### config.mk
export PLATFORM = sky130hd
export DESIGN_NAME = plasma_pixel_generator_core
export DESIGN_NICKNAME = d
export VERILOG_FILES = /design/src/rtl/ppg_pkg.sv /design/src/rtl/ppg_queue.sv /design/src/rtl/ppg_root.sv /design/src/rtl/ppg_phase.sv /design/src/rtl/ppg_back.sv /design/src/rtl/plasma_pixel_generator_core.sv
export SDC_FILE = /design/constraint.sdc
export NUM_CORES = 2
export LEC_CHECK = 0
export BUFFER_PORTS_ARGS = -buffer_cell sky130_fd_sc_hd__buf_4
export CAP_MARGIN = 20
export CORE_MARGIN = 2
export CORE_UTILIZATION = 55
export CTS_CLUSTER_SIZE = 8
export DETAILED_ROUTE_END_ITERATION = 7
export PLACE_DENSITY = 0.7
export SYNTH_ARGS = -nofsm -noshare
export SYNTH_HDL_FRONTEND = slang
export SYNTH_HIERARCHICAL = 1
export SYNTH_SLANG_ARGS = --single-unit
export TNS_END_PERCENT = 1
### constraint.sdc
create_clock -name clock -period 37.6 [get_ports clock]
set_input_delay 5.64 -clock clock [delete_from_list [all_inputs] [get_ports clock]]
set_output_delay 5.64 -clock clock [all_outputs]
set_load 0.01 [all_outputs]
### src/rtl/ppg_pkg.sv
// Shared types, constants and sine tables of the plasma pixel generator.
`timescale 1ns / 1ps
`default_nettype none
package ppg_pkg;

   localparam int COORD_W  = 10;
   localparam int STEP_W   = 20;
   localparam int TIME_W   = 24;
   localparam int TMUL_W   = 25;
   localparam int ARG_W    = 27;
   localparam int PLASMA_W = 20;
   localparam int D2_W     = 22;
   localparam int DIST_W   = 11;
   localparam int IDX_W    = 7;
   localparam int COLOR_W  = 16;

   // Scale constants, round(c * 2^16).
   localparam logic [11:0] K_X   = 12'd2621;
   localparam logic [10:0] K_Y   = 11'd1966;
   localparam logic [16:0] K_07  = 17'd45875;
   localparam logic [16:0] K_12  = 17'd78643;
   localparam logic [11:0] K_05D = 12'd3277;
   localparam logic [16:0] K_05  = 17'd32768;
   localparam logic [16:0] K_03  = 17'd19661;
   localparam logic [17:0] K_133 = 18'd87163;
   localparam logic [17:0] K_266 = 18'd174326;
   localparam logic [TIME_W:0] TIME_WRAP = 25'd13107200;

   // Phase divisor 710 * 2^16 / 128 = 363520 and its reciprocal 2^32 / 363520.
   localparam logic [18:0] PH_DIV = 19'd363520;
   localparam logic [13:0] PH_REC = 14'd11814;
   localparam logic [6:0]  PH_MUL = 7'd113;

   typedef struct packed {
      logic               mode;
      logic [COORD_W-1:0] pos_x;
      logic [COORD_W-1:0] pos_y;
      logic [STEP_W-1:0]  time_step;
   } item_type;

   localparam logic MODE_TICK  = 1'b0;
   localparam logic MODE_PIXEL = 1'b1;

   function automatic logic [15:0] quarter_sine(input logic [5:0] m);
      logic [15:0] v;
      case (m)
         6'd0: v = 16'd0;      6'd1: v = 16'd1608;   6'd2: v = 16'd3212;   6'd3: v = 16'd4808;
         6'd4: v = 16'd6393;   6'd5: v = 16'd7962;   6'd6: v = 16'd9512;   6'd7: v = 16'd11039;
         6'd8: v = 16'd12540;  6'd9: v = 16'd14010;  6'd10: v = 16'd15447; 6'd11: v = 16'd16846;
         6'd12: v = 16'd18205; 6'd13: v = 16'd19520; 6'd14: v = 16'd20788; 6'd15: v = 16'd22006;
         6'd16: v = 16'd23170; 6'd17: v = 16'd24279; 6'd18: v = 16'd25330; 6'd19: v = 16'd26320;
         6'd20: v = 16'd27246; 6'd21: v = 16'd28106; 6'd22: v = 16'd28899; 6'd23: v = 16'd29622;
         6'd24: v = 16'd30274; 6'd25: v = 16'd30853; 6'd26: v = 16'd31357; 6'd27: v = 16'd31786;
         6'd28: v = 16'd32138; 6'd29: v = 16'd32413; 6'd30: v = 16'd32610; 6'd31: v = 16'd32729;
         6'd32: v = 16'd32768;
         default: v = 16'd0;
      endcase
      return v;
   endfunction

   function automatic logic [7:0] byte_sine(input logic [6:0] i);
      logic [7:0] v;
      case (i)
         7'd0: v = 8'd128;   7'd1: v = 8'd134;   7'd2: v = 8'd140;   7'd3: v = 8'd146;
         7'd4: v = 8'd152;   7'd5: v = 8'd158;   7'd6: v = 8'd165;   7'd7: v = 8'd170;
         7'd8: v = 8'd176;   7'd9: v = 8'd182;   7'd10: v = 8'd188;  7'd11: v = 8'd193;
         7'd12: v = 8'd198;  7'd13: v = 8'd203;  7'd14: v = 8'd208;  7'd15: v = 8'd213;
         7'd16: v = 8'd218;  7'd17: v = 8'd222;  7'd18: v = 8'd226;  7'd19: v = 8'd230;
         7'd20: v = 8'd234;  7'd21: v = 8'd237;  7'd22: v = 8'd240;  7'd23: v = 8'd243;
         7'd24: v = 8'd245;  7'd25: v = 8'd248;  7'd26: v = 8'd250;  7'd27: v = 8'd251;
         7'd28: v = 8'd253;  7'd29: v = 8'd254;  7'd30: v = 8'd254;  7'd31: v = 8'd255;
         7'd32: v = 8'd255;  7'd33: v = 8'd255;  7'd34: v = 8'd254;  7'd35: v = 8'd254;
         7'd36: v = 8'd253;  7'd37: v = 8'd251;  7'd38: v = 8'd250;  7'd39: v = 8'd248;
         7'd40: v = 8'd245;  7'd41: v = 8'd243;  7'd42: v = 8'd240;  7'd43: v = 8'd237;
         7'd44: v = 8'd234;  7'd45: v = 8'd230;  7'd46: v = 8'd226;  7'd47: v = 8'd222;
         7'd48: v = 8'd218;  7'd49: v = 8'd213;  7'd50: v = 8'd208;  7'd51: v = 8'd203;
         7'd52: v = 8'd198;  7'd53: v = 8'd193;  7'd54: v = 8'd188;  7'd55: v = 8'd182;
         7'd56: v = 8'd176;  7'd57: v = 8'd170;  7'd58: v = 8'd165;  7'd59: v = 8'd158;
         7'd60: v = 8'd152;  7'd61: v = 8'd146;  7'd62: v = 8'd140;  7'd63: v = 8'd134;
         7'd64: v = 8'd128;  7'd65: v = 8'd121;  7'd66: v = 8'd115;  7'd67: v = 8'd109;
         7'd68: v = 8'd103;  7'd69: v = 8'd97;   7'd70: v = 8'd90;   7'd71: v = 8'd85;
         7'd72: v = 8'd79;   7'd73: v = 8'd73;   7'd74: v = 8'd67;   7'd75: v = 8'd62;
         7'd76: v = 8'd57;   7'd77: v = 8'd52;   7'd78: v = 8'd47;   7'd79: v = 8'd42;
         7'd80: v = 8'd37;   7'd81: v = 8'd33;   7'd82: v = 8'd29;   7'd83: v = 8'd25;
         7'd84: v = 8'd21;   7'd85: v = 8'd18;   7'd86: v = 8'd15;   7'd87: v = 8'd12;
         7'd88: v = 8'd10;   7'd89: v = 8'd7;    7'd90: v = 8'd5;    7'd91: v = 8'd4;
         7'd92: v = 8'd2;    7'd93: v = 8'd1;    7'd94: v = 8'd1;    7'd95: v = 8'd0;
         7'd96: v = 8'd0;    7'd97: v = 8'd0;    7'd98: v = 8'd1;    7'd99: v = 8'd1;
         7'd100: v = 8'd2;   7'd101: v = 8'd4;   7'd102: v = 8'd5;   7'd103: v = 8'd7;
         7'd104: v = 8'd10;  7'd105: v = 8'd12;  7'd106: v = 8'd15;  7'd107: v = 8'd18;
         7'd108: v = 8'd21;  7'd109: v = 8'd25;  7'd110: v = 8'd29;  7'd111: v = 8'd33;
         7'd112: v = 8'd37;  7'd113: v = 8'd42;  7'd114: v = 8'd47;  7'd115: v = 8'd52;
         7'd116: v = 8'd57;  7'd117: v = 8'd62;  7'd118: v = 8'd67;  7'd119: v = 8'd73;
         7'd120: v = 8'd79;  7'd121: v = 8'd85;  7'd122: v = 8'd90;  7'd123: v = 8'd97;
         7'd124: v = 8'd103; 7'd125: v = 8'd109; 7'd126: v = 8'd115; 7'd127: v = 8'd121;
         default: v = 8'd0;
      endcase
      return v;
   endfunction

endpackage
`default_nettype wire

### src/rtl/ppg_queue.sv
// Front part: two-entry item queue between the request port and the sequencer.
`timescale 1ns / 1ps
`default_nettype none
module ppg_queue (
   input  wire logic              clock,
   input  wire logic              reset,
   input  wire logic              push,
   input  wire ppg_pkg::item_type push_item,
   output logic                   full,
   output logic                   item_valid,
   output ppg_pkg::item_type      item,
   input  wire logic              pop
);

   ppg_pkg::item_type mem_ff [2];
   logic       wr_ptr_ff, wr_ptr_in;
   logic       rd_ptr_ff, rd_ptr_in;
   logic [1:0] count_ff, count_in;
   logic       do_pop;

   assign full       = (count_ff == 2'd2);
   assign item_valid = (count_ff != 2'd0);
   assign item       = mem_ff[rd_ptr_ff];
   assign do_pop     = pop & item_valid;

   always_comb begin
      wr_ptr_in = wr_ptr_ff ^ push;
      rd_ptr_in = rd_ptr_ff ^ do_pop;
      count_in  = count_ff + {1'b0, push} - {1'b0, do_pop};
   end

   always_ff @(posedge clock) begin
      if (reset) begin
         wr_ptr_ff <= 1'b0;
         rd_ptr_ff <= 1'b0;
         count_ff  <= 2'd0;
      end else begin
         wr_ptr_ff <= wr_ptr_in;
         rd_ptr_ff <= rd_ptr_in;
         count_ff  <= count_in;
      end
   end

   always_ff @(posedge clock) begin
      if (push) begin
         mem_ff[wr_ptr_ff] <= push_item;
      end
   end

endmodule
`default_nettype wire

### src/rtl/ppg_root.sv
// Iterative rounded square root, two radicand bits per cycle.
`timescale 1ns / 1ps
`default_nettype none
module ppg_root (
   input  wire logic                      clock,
   input  wire logic                      reset,
   input  wire logic                      start,
   input  wire logic [ppg_pkg::D2_W-1:0]  d2,
   output logic                           done,
   output logic [ppg_pkg::DIST_W-1:0]     radius
);

   localparam int W = ppg_pkg::D2_W;

   logic [W-1:0] n_ff, n_in;
   logic [W-1:0] r_ff, r_in;
   logic [W-1:0] bit_ff, bit_in;
   logic         busy_ff, busy_in;
   logic         done_ff, done_in;
   logic         small_ff, small_in;
   logic [W:0]   trial;

   always_comb begin
      trial    = {1'b0, r_ff} + {1'b0, bit_ff};
      n_in     = n_ff;
      r_in     = r_ff;
      bit_in   = bit_ff;
      busy_in  = busy_ff;
      done_in  = done_ff;
      small_in = small_ff;
      if (start) begin
         n_in     = d2;
         r_in     = '0;
         bit_in   = W'(1) << (W - 2);
         busy_in  = 1'b1;
         done_in  = 1'b0;
         small_in = (d2 < W'(2));
      end else if (busy_ff) begin
         if ({1'b0, n_ff} >= trial) begin
            n_in = n_ff - trial[W-1:0];
            r_in = (r_ff >> 1) + bit_ff;
         end else begin
            r_in = r_ff >> 1;
         end
         bit_in = bit_ff >> 2;
         if (bit_ff[0]) begin
            busy_in = 1'b0;
            done_in = 1'b1;
         end
      end
   end

   always_ff @(posedge clock) begin
      if (reset) begin
         busy_ff <= 1'b0;
         done_ff <= 1'b0;
      end else begin
         busy_ff <= busy_in;
         done_ff <= done_in;
      end
   end

   always_ff @(posedge clock) begin
      n_ff     <= n_in;
      r_ff     <= r_in;
      bit_ff   <= bit_in;
      small_ff <= small_in;
   end

   // Round up when the remainder exceeds the root; a radicand below 2 gives 1.
   assign done   = done_ff;
   assign radius = small_ff ? ppg_pkg::DIST_W'(1)
                            : r_ff[ppg_pkg::DIST_W-1:0] + ppg_pkg::DIST_W'(n_ff > r_ff);

endmodule
`default_nettype wire

### src/rtl/ppg_phase.sv
// Pipelined phase index: signed argument divided by a constant, truncated, masked to 7 bits.
`timescale 1ns / 1ps
`default_nettype none
module ppg_phase (
   input  wire logic                             clock,
   input  wire logic                             reset,
   input  wire logic                             in_valid,
   input  wire logic signed [ppg_pkg::ARG_W-1:0] arg,
   output logic                                  out_valid,
   output logic [ppg_pkg::IDX_W-1:0]             idx
);

   localparam int AW = ppg_pkg::ARG_W;

   logic        v1_ff, v2_ff, v3_ff, v4_ff;
   logic        neg1_ff, neg2_ff, neg3_ff;
   logic [32:0] n1_ff, n2_ff;
   logic [46:0] prod2_ff;
   logic [14:0] q0_3_ff;
   logic [34:0] rem3_ff;
   logic [6:0]  idx_ff, idx_in;
   logic [AW-1:0] mag;
   logic [14:0]  q0;
   logic [6:0]   q;

   always_comb begin
      mag    = arg[AW-1] ? (~arg + AW'(1)) : arg;
      q0     = prod2_ff[46:32];
      q      = q0_3_ff[6:0] + 7'(rem3_ff >= {16'd0, ppg_pkg::PH_DIV});
      idx_in = neg3_ff ? (~q + 7'd1) : q;
   end

   always_ff @(posedge clock) begin
      if (reset) begin
         v1_ff <= 1'b0;
         v2_ff <= 1'b0;
         v3_ff <= 1'b0;
         v4_ff <= 1'b0;
      end else begin
         v1_ff <= in_valid;
         v2_ff <= v1_ff;
         v3_ff <= v2_ff;
         v4_ff <= v3_ff;
      end
   end

   always_ff @(posedge clock) begin
      neg1_ff  <= arg[AW-1];
      n1_ff    <= 33'(mag * ppg_pkg::PH_MUL);
      neg2_ff  <= neg1_ff;
      n2_ff    <= n1_ff;
      prod2_ff <= n1_ff * ppg_pkg::PH_REC;
      neg3_ff  <= neg2_ff;
      q0_3_ff  <= q0;
      rem3_ff  <= {2'b0, n2_ff} - 35'(q0 * ppg_pkg::PH_DIV);
      idx_ff   <= idx_in;
   end

   assign out_valid = v4_ff;
   assign idx       = idx_ff;

endmodule
`default_nettype wire

### src/rtl/ppg_back.sv
// Back part: time keeping and the per-pixel sequencer with root and phase units.
`timescale 1ns / 1ps
`default_nettype none
module ppg_back (
   input  wire logic                         clock,
   input  wire logic                         reset,
   input  wire logic                         item_valid,
   input  wire ppg_pkg::item_type            item,
   output logic                              pop,
   input  wire logic [8:0]                   center_x,
   input  wire logic [8:0]                   center_y,
   input  wire logic                         rsp_stall,
   output logic                              rsp_valid,
   output logic [ppg_pkg::COLOR_W-1:0]       rsp_color
);

   typedef enum logic [4:0] {
      ST_IDLE  = 5'b00001,
      ST_PREP  = 5'b00010,
      ST_WAVE  = 5'b00100,
      ST_COLOR = 5'b01000,
      ST_OUT   = 5'b10000
   } state_type;

   localparam int AW = ppg_pkg::ARG_W;
   localparam int TW = ppg_pkg::TMUL_W;

   state_type state_ff, state_in;
   logic [ppg_pkg::TIME_W-1:0]    anim_ff, anim_in;
   logic [ppg_pkg::COORD_W-1:0]   x_ff, x_in, y_ff, y_in;
   logic [1:0]                    tcnt_ff, tcnt_in;
   logic                          tdone_ff, tdone_in;
   logic [TW-1:0]                 t07_ff, t12_ff, t05_ff, t03_ff;
   logic [2:0]                    icnt_ff, icnt_in, rcnt_ff, rcnt_in;
   logic signed [ppg_pkg::PLASMA_W-1:0] plasma_ff, plasma_in;
   logic [3:0]                    r_ff, b_ff;
   logic [4:0]                    g_ff;
   logic                          rsp_valid_ff, rsp_valid_in;
   logic [ppg_pkg::COLOR_W-1:0]   rsp_color_ff;

   logic [ppg_pkg::TIME_W:0]      tsum;
   logic [16:0]                   tk;
   logic [41:0]                   tprod;
   logic [TW-1:0]                 tmul;
   logic signed [10:0]            dx, dy;
   logic [ppg_pkg::D2_W-1:0]      d2;
   logic                          root_start, root_done;
   logic [ppg_pkg::DIST_W-1:0]    radius;
   logic [21:0]                   x1;
   logic [20:0]                   y1;
   logic [22:0]                   dscaled;
   logic signed [AW-1:0]          arg;
   logic                          ph_valid, ph_out_valid;
   logic [ppg_pkg::IDX_W-1:0]     ph_idx;
   logic [5:0]                    hph, mph;
   logic signed [ppg_pkg::PLASMA_W-1:0] wave;
   logic [7:0]                    bval;
   logic                          load_out;

   ppg_root u_root (
      .clock (clock), .reset (reset), .start (root_start), .d2 (d2),
      .done (root_done), .radius (radius)
   );

   ppg_phase u_phase (
      .clock (clock), .reset (reset), .in_valid (ph_valid), .arg (arg),
      .out_valid (ph_out_valid), .idx (ph_idx)
   );

   always_comb begin
      // time advance with a single wrap
      tsum = {1'b0, anim_ff} + {5'd0, item.time_step};
      // squared distance to the centre
      dx = $signed({1'b0, item.pos_x}) - $signed({2'b0, center_x});
      dy = $signed({1'b0, item.pos_y}) - $signed({2'b0, center_y});
      d2 = 22'(dx * dx) + 22'(dy * dy);
      case (tcnt_ff)
         2'd0:    tk = ppg_pkg::K_07;
         2'd1:    tk = ppg_pkg::K_12;
         2'd2:    tk = ppg_pkg::K_05;
         default: tk = ppg_pkg::K_03;
      endcase
      tprod = anim_ff * tk;
      tmul  = TW'((tprod + 42'd32768) >> 16);
      x1      = x_ff * ppg_pkg::K_X;
      y1      = y_ff * ppg_pkg::K_Y;
      dscaled = radius * ppg_pkg::K_05D;
      arg = '0;
      if (state_ff == ST_WAVE) begin
         case (icnt_ff)
            3'd0:    arg = $signed({5'd0, x1}) + $signed({3'd0, anim_ff});
            3'd1:    arg = $signed({6'd0, y1}) - $signed({2'd0, t07_ff});
            3'd2:    arg = $signed({5'd0, x1}) + $signed({6'd0, y1})
                           + $signed({2'd0, t12_ff});
            default: arg = $signed({4'd0, dscaled}) - $signed({2'd0, t05_ff});
         endcase
      end else begin
         case (icnt_ff)
            3'd0:    arg = AW'(plasma_ff) + $signed({2'd0, t03_ff});
            3'd1:    arg = AW'(plasma_ff) + $signed({2'd0, t05_ff})
                           + $signed({9'd0, ppg_pkg::K_133});
            default: arg = AW'(plasma_ff) + $signed({2'd0, t07_ff})
                           + $signed({9'd0, ppg_pkg::K_266});
         endcase
      end
      // signed wave value is twice the quarter-table entry
      hph  = ph_idx[5:0];
      mph  = (hph <= 6'd32) ? hph : (6'd0 - hph);
      wave = $signed({3'd0, ppg_pkg::quarter_sine(mph), 1'b0});
      if (ph_idx[6]) begin
         wave = -wave;
      end
      bval = ppg_pkg::byte_sine(ph_idx);
   end

   always_comb begin
      state_in   = state_ff;
      anim_in    = anim_ff;
      x_in       = x_ff;
      y_in       = y_ff;
      tcnt_in    = tcnt_ff;
      tdone_in   = tdone_ff;
      icnt_in    = icnt_ff;
      rcnt_in    = rcnt_ff;
      plasma_in  = plasma_ff;
      pop        = 1'b0;
      root_start = 1'b0;
      ph_valid   = 1'b0;
      load_out   = 1'b0;
      unique case (state_ff)
         ST_IDLE: begin
            if (item_valid) begin
               pop = 1'b1;
               if (item.mode == ppg_pkg::MODE_TICK) begin
                  anim_in = (tsum > ppg_pkg::TIME_WRAP)
                          ? ppg_pkg::TIME_W'(tsum - ppg_pkg::TIME_WRAP)
                          : tsum[ppg_pkg::TIME_W-1:0];
               end else begin
                  x_in       = item.pos_x;
                  y_in       = item.pos_y;
                  root_start = 1'b1;
                  tcnt_in    = 2'd0;
                  tdone_in   = 1'b0;
                  state_in   = ST_PREP;
               end
            end
         end
         ST_PREP: begin
            if (!tdone_ff) begin
               tcnt_in = tcnt_ff + 2'd1;
               if (tcnt_ff == 2'd3) begin
                  tdone_in = 1'b1;
               end
            end else if (root_done) begin
               icnt_in   = 3'd0;
               rcnt_in   = 3'd0;
               plasma_in = '0;
               state_in  = ST_WAVE;
            end
         end
         ST_WAVE: begin
            if (icnt_ff < 3'd4) begin
               ph_valid = 1'b1;
               icnt_in  = icnt_ff + 3'd1;
            end
            if (ph_out_valid) begin
               plasma_in = plasma_ff + wave;
               rcnt_in   = rcnt_ff + 3'd1;
               if (rcnt_ff == 3'd3) begin
                  icnt_in  = 3'd0;
                  rcnt_in  = 3'd0;
                  state_in = ST_COLOR;
               end
            end
         end
         ST_COLOR: begin
            if (icnt_ff < 3'd3) begin
               ph_valid = 1'b1;
               icnt_in  = icnt_ff + 3'd1;
            end
            if (ph_out_valid) begin
               rcnt_in = rcnt_ff + 3'd1;
               if (rcnt_ff == 3'd2) begin
                  state_in = ST_OUT;
               end
            end
         end
         ST_OUT: begin
            if (!rsp_valid_ff || !rsp_stall) begin
               load_out = 1'b1;
               state_in = ST_IDLE;
            end
         end
         default: state_in = ST_IDLE;
      endcase
      rsp_valid_in = rsp_valid_ff & rsp_stall;
      if (load_out) begin
         rsp_valid_in = 1'b1;
      end
   end

   always_ff @(posedge clock) begin
      if (reset) begin
         state_ff     <= ST_IDLE;
         anim_ff      <= '0;
         rsp_valid_ff <= 1'b0;
         tcnt_ff      <= 2'd0;
         tdone_ff     <= 1'b0;
         icnt_ff      <= 3'd0;
         rcnt_ff      <= 3'd0;
      end else begin
         state_ff     <= state_in;
         anim_ff      <= anim_in;
         rsp_valid_ff <= rsp_valid_in;
         tcnt_ff      <= tcnt_in;
         tdone_ff     <= tdone_in;
         icnt_ff      <= icnt_in;
         rcnt_ff      <= rcnt_in;
      end
   end

   always_ff @(posedge clock) begin
      x_ff      <= x_in;
      y_ff      <= y_in;
      plasma_ff <= plasma_in;
      if (state_ff == ST_PREP && !tdone_ff) begin
         case (tcnt_ff)
            2'd0:    t07_ff <= tmul;
            2'd1:    t12_ff <= tmul;
            2'd2:    t05_ff <= tmul;
            default: t03_ff <= tmul;
         endcase
      end
      if (state_ff == ST_COLOR && ph_out_valid) begin
         case (rcnt_ff)
            3'd0:    r_ff <= bval[7:4];
            3'd1:    g_ff <= bval[7:3];
            default: b_ff <= bval[7:4];
         endcase
      end
      if (load_out) begin
         rsp_color_ff <= {r_ff, 1'b0, g_ff, 1'b0, b_ff, 1'b0};
      end
   end

   assign rsp_valid = rsp_valid_ff;
   assign rsp_color = rsp_color_ff;

`ifndef SYNTHESIS
   a_time_bound: assert property (@(posedge clock) disable iff (reset)
      {1'b0, anim_ff} <= ppg_pkg::TIME_WRAP)
      else $error("animation time above wrap point");
   a_phase_in_use: assert property (@(posedge clock) disable iff (reset)
      ph_out_valid |-> (state_ff == ST_WAVE || state_ff == ST_COLOR))
      else $error("phase result outside wave or color step");
   a_out_load: assert property (@(posedge clock) disable iff (reset)
      load_out |=> (rsp_valid_ff && state_ff == ST_IDLE))
      else $error("result not presented after load");
   a_pop_idle: assert property (@(posedge clock) disable iff (reset)
      pop |-> state_ff == ST_IDLE)
      else $error("item taken while busy");
`endif

endmodule
`default_nettype wire

### src/rtl/plasma_pixel_generator_core.sv
// Plasma pixel generator top level: request queue, sequencer and register port.
// Tick item: popped from the queue by the idle sequencer, when the new time applies.
// Pixel item: popped, then the 11-step root runs while the four time products are formed;
//   then four and then three arguments pass the 4-stage phase unit and the result is loaded.
// Throughput: pixel items one at a time; one tick item per cycle when the sequencer idles.
// Reset (synchronous, active high): clears time, queue and handshakes; sizes return to 240.
`timescale 1ns / 1ps
`default_nettype none
module plasma_pixel_generator_core (
   input  wire logic        clock,
   input  wire logic        reset,
   input  wire logic        req_valid,
   output logic             req_stall,
   input  wire logic        req_mode,
   input  wire logic [9:0]  req_pos_x,
   input  wire logic [9:0]  req_pos_y,
   input  wire logic [19:0] req_time_step,
   output logic             rsp_valid,
   input  wire logic        rsp_stall,
   output logic [15:0]      rsp_color,
   input  wire logic        csr_psel,
   input  wire logic        csr_penable,
   input  wire logic        csr_pwrite,
   input  wire logic [2:0]  csr_paddr,
   input  wire logic [31:0] csr_pwdata,
   output logic [31:0]      csr_prdata,
   output logic             csr_pready
);

   // register indexes by word address
   localparam logic REG_WIDTH  = 1'b0;
   localparam logic REG_HEIGHT = 1'b1;

   ppg_pkg::item_type push_item, item;
   logic       push, full, item_valid, pop;
   logic [9:0] width_ff, width_in, height_ff, height_in;
   logic       csr_write;

   assign push_item = '{mode: req_mode, pos_x: req_pos_x, pos_y: req_pos_y,
                        time_step: req_time_step};
   assign push      = req_valid & ~full;
   assign req_stall = full;

   // Accept and hold items ahead of the sequencer.
   ppg_queue u_queue (
      .clock (clock), .reset (reset), .push (push), .push_item (push_item),
      .full (full), .item_valid (item_valid), .item (item), .pop (pop)
   );

   // Carry out ticks and pixels; centre is half the screen size.
   ppg_back u_back (
      .clock (clock), .reset (reset), .item_valid (item_valid), .item (item), .pop (pop),
      .center_x (width_ff[9:1]), .center_y (height_ff[9:1]),
      .rsp_stall (rsp_stall), .rsp_valid (rsp_valid), .rsp_color (rsp_color)
   );

   // Register port: zero wait states, write on the access phase.
   assign csr_pready = 1'b1;
   assign csr_write  = csr_psel & csr_penable & csr_pwrite;

   always_comb begin
      width_in  = width_ff;
      height_in = height_ff;
      if (csr_write) begin
         unique case (csr_paddr[2])
            REG_WIDTH:  width_in  = csr_pwdata[9:0];
            REG_HEIGHT: height_in = csr_pwdata[9:0];
            default:    width_in  = width_ff;
         endcase
      end
      csr_prdata = (csr_paddr[2] == REG_HEIGHT) ? {22'd0, height_ff} : {22'd0, width_ff};
   end

   always_ff @(posedge clock) begin
      if (reset) begin
         width_ff  <= 10'd240;
         height_ff <= 10'd240;
      end else begin
         width_ff  <= width_in;
         height_ff <= height_in;
      end
   end

endmodule
`default_nettype wire
==> impl_results.md <==
- Initial DRC count: 3745
- Complex-gate fraction of the synthesized area: 0.1243
- RePlAce Congestion: 0.9662
- Multi-input gate area: 55450 µm²
- Status: complete, no violations
- Top routing layer in use: met5
- Routed WL: 185.3 mm
- DP HPWL: 153.1 mm
- Yosys cell types: 113
- Rel. slew slack: 0.2149
- First-pass GRT wire length: 302.4 mm
- Syn. warnings: 6
- Fin nets: 10160
- Syn Area/Cell: 9.413 µm²
- CP endpoint kind: flop
- Sequential cell area: 12410 µm²
- Initial core utilization: 0.5521
- Total GRT Usage: 0.2749
- Kind of critical path: flop to flop
- Post-DR vias/cell: 5.697
- Routed wl met3: 11.89 mm
- Vias in the first global route: 57240
- Post-Synth XOR/XNOR Area: 0.05120
- Mux share of post-synthesis cell area: 0.01684
- Share of cells above drive strength 1: 0.04353
- Setup violators final: 0
- Pre-Repair DR Iteration Count: 8
- Worst Max-Slew Pin Slew: 1.169 ns
- Hold buffers post-CTS: 0
- # port buffers: 83
- GRT Residual Overflow: 0
- Synth Area in Adders: 0.4483
- Max Cap Viol: 0
- Final TNS setup: 0 ns
- TritonCTS buffer count: 73
- Post-DRT Antenna Nets: 0
- Core area: 135000 µm²
- Root buffer cell: clkbuf_16
- DRC viols: 0
- Largest area contributor in the netlist: fa_1
- Via count: 55830
- CP Launch Type: flop
- Flop2flop setup slack: 22.55 ns
- Fmax: 0.06643 GHz
- Die Ht: 372.1 µm
- Register bit total from synthesis: 485
- Num Clock Sinks: 485
- Final hold violation count: 0
- Tmin final: 15.05 ns
- Sequential element share of the synthesized area: 0.1666
- Crit-path max FO: 23
- Gate Count Post-Synth: 7916
- Synth area leaders: fa_1 (25%), ha_1 (20%), edfxtp_1 (11%), inv_1 (7.9%), dfxtp_1 (5.8%)
- Wirelength per Cell: 18.91 µm
- Slowest cell on crit path: o41a_1
- Setup Skew: 0.05032 ns
- Tcrit/Tclk final: 0.4004
- Async SR Flop Fraction: 0
- Htree depth: 3
- Hold Crit Class: flop to flop
- Filler cell count: 11550
- CTS max path bufs: 3
- Clock transition at path regs: 0.05 ns
- Main combinational cell family by area after synthesis: adder cells
- RSZ-0062 raised after global routing: false
- Synth-to-Final Area Change: 6.290%
- Die area: 138400 µm²
- Post-CTS Setup Repair Bufs: 0
- Largest net degree at the start of global routing: 68
- Area share of the largest cell type after synthesis: 0.2507
- Antenna cells: 0
- Post-synth EDFFs: 270
- Antenna violations before repair: 2
- CTS resizes: 0
- CTS tree: yes
- Synth Flop Type: edfxtp_1
- M1 WL: 80.87 mm
- Row cnt: 135
- Req. time, crit path: 38.18 ns
- Cell Area, Synth: 74510 µm²
- Crit path DAT: 15.63 ns
- Clock latency on the worst-skew pair: 0.71 ns
- Pins over their slew limit: 0
- Die Width: 372.1 µm
- # IOs: 134
- Worst path max stage delay: 0.86 ns
- Simple-gate share of the synthesized area: 0.1016
- Met2 WL post-DR: 85.55 mm
-- per-layer routing --
layer	global-route usage	up-vias
met2	0.4473	1757
met1	0.3761	27230
met3	0.03681	324
met4	0.09809	4
met5	0	-
li1	-	26510
-- synthesized netlist by cell type, types with 109 or more instances --
cell type / instances
inv_1: 1577
a21oi_1: 380
nand2_1: 466
o21ai_0: 301
xor2_1: 153
a21o_1: 130
clkbuf_1: 109
nor2_1: 440
edfxtp_1: 270
nor3_1: 111
ha_1: 1177
xnor2_1: 280
fa_1: 933
dfxtp_1: 215
-- path summary, 6_finish.rpt --
kind	to	start	depth (start not counted)
max	u_back/u_phase/n1_ff[30]	u_back/u_root/r_ff[2]	50
min	u_back/u_phase/neg2_ff	u_back/u_phase/neg1_ff	0
max reg2reg	u_back/u_phase/n1_ff[30]	u_back/u_root/r_ff[2]	50
min reg2reg	u_back/u_phase/neg2_ff	u_back/u_phase/neg1_ff	0
-- area by class of cell --
type,instances,share of cell area
well taps,1781,0.02814
repair buffers,127,0.01204
inverters,1586,0.07520
clock buffers,111,0.02551
multi-input cells,5698,0.7001
clock inverters,11,0.002275
flip-flops and latches,485,0.1567
-- cell families (layout without fill, tap and decap cells) --
kind of cell,Yosys count,count (layout)
AND/OR/NAND/NOR,1585,1585
other,4,27
AO/OA/AOI/OAI,1429,1429
XOR/XNOR,434,434
flip-flops,485,485
multiplexers,113,113
buffers and inverters,1756,1835
adder cells (fa/ha/maj),2110,2110
-- cell usage in the layout, fill, tap and decap left out, drive strengths merged, types with 27 or more instances in the layout --
master,netlist,routed
o211ai,32,32
dfxtp,215,215
a211oi,69,69
and3,44,44
nor3,111,111
buf,61,127
or3,39,39
and2,49,49
mux2i,53,53
o22ai,35,35
edfxtp,270,270
o21ai,309,309
nand4,42,42
xor2,153,153
fa,933,933
nor4,27,27
a31oi,71,71
mux2,57,57
conb,4,27
o31ai,38,38
xnor2,280,280
o21bai,58,58
nor2b,86,86
ha,1177,1177
nand3,102,102
a21o,130,130
a21oi,383,383
nand2b,81,81
clkbuf,109,111
nand2,469,469
nor2,443,443
o21a,57,57
inv,1578,1581
-- registers in the layout, summed over array words and instances, names as in the netlist, 23 cells and up --
| register | cells |
|---|---|
| u_back/anim_ff | 24 |
| u_back/u_phase/rem3_ff | 25 |
| u_back/u_phase/n2_ff | 23 |
| u_back/u_phase/n1_ff | 33 |
| u_queue/mem_ff | 82 |
| u_back/t12_ff | 25 |
| u_back/t05_ff | 25 |
| u_back/t03_ff | 25 |
| u_back/t07_ff | 25 |
-- per-stage QoR --
| stage | cell area [µm²] | setup WS (ns) | util | hold slack, ns | instances |
|---|---|---|---|---|---|
| CTS | 79200 | 22.58 | 0.5868 | 0.3249 | 9799 |
| global placement | 77000 | 22.82 | 0.5705 | 0.3109 | 9677 |
| global route | 79200 | 21.76 | 0.5868 | 0.3469 | 9799 |
| floorplan | 74600 | 25.32 | - | 0.3096 | 7939 |
| detailed placement | 77000 | 22.67 | 0.5705 | 0.3121 | 9677 |
| finish | 79200 | 22.55 | 0.5868 | 0.3244 | 9799 |
-- worst max-delay path: cells and delay by family, from the launching register on --
kind | cells | cell delay [ns]
adder cells (fa/ha/maj) | 14 | 5.42
multiplexers | 1 | 0.17
buffers and inverters | 6 | 0.87
XOR/XNOR | 2 | 0.64
AO/OA/AOI/OAI | 22 | 5.82
AND/OR/NAND/NOR | 5 | 1.43
flip-flops | 1 | 0.56
Power is not shown: default switching activity piles up to over one toggle a cycle in this logic, so the estimate is an artifact.
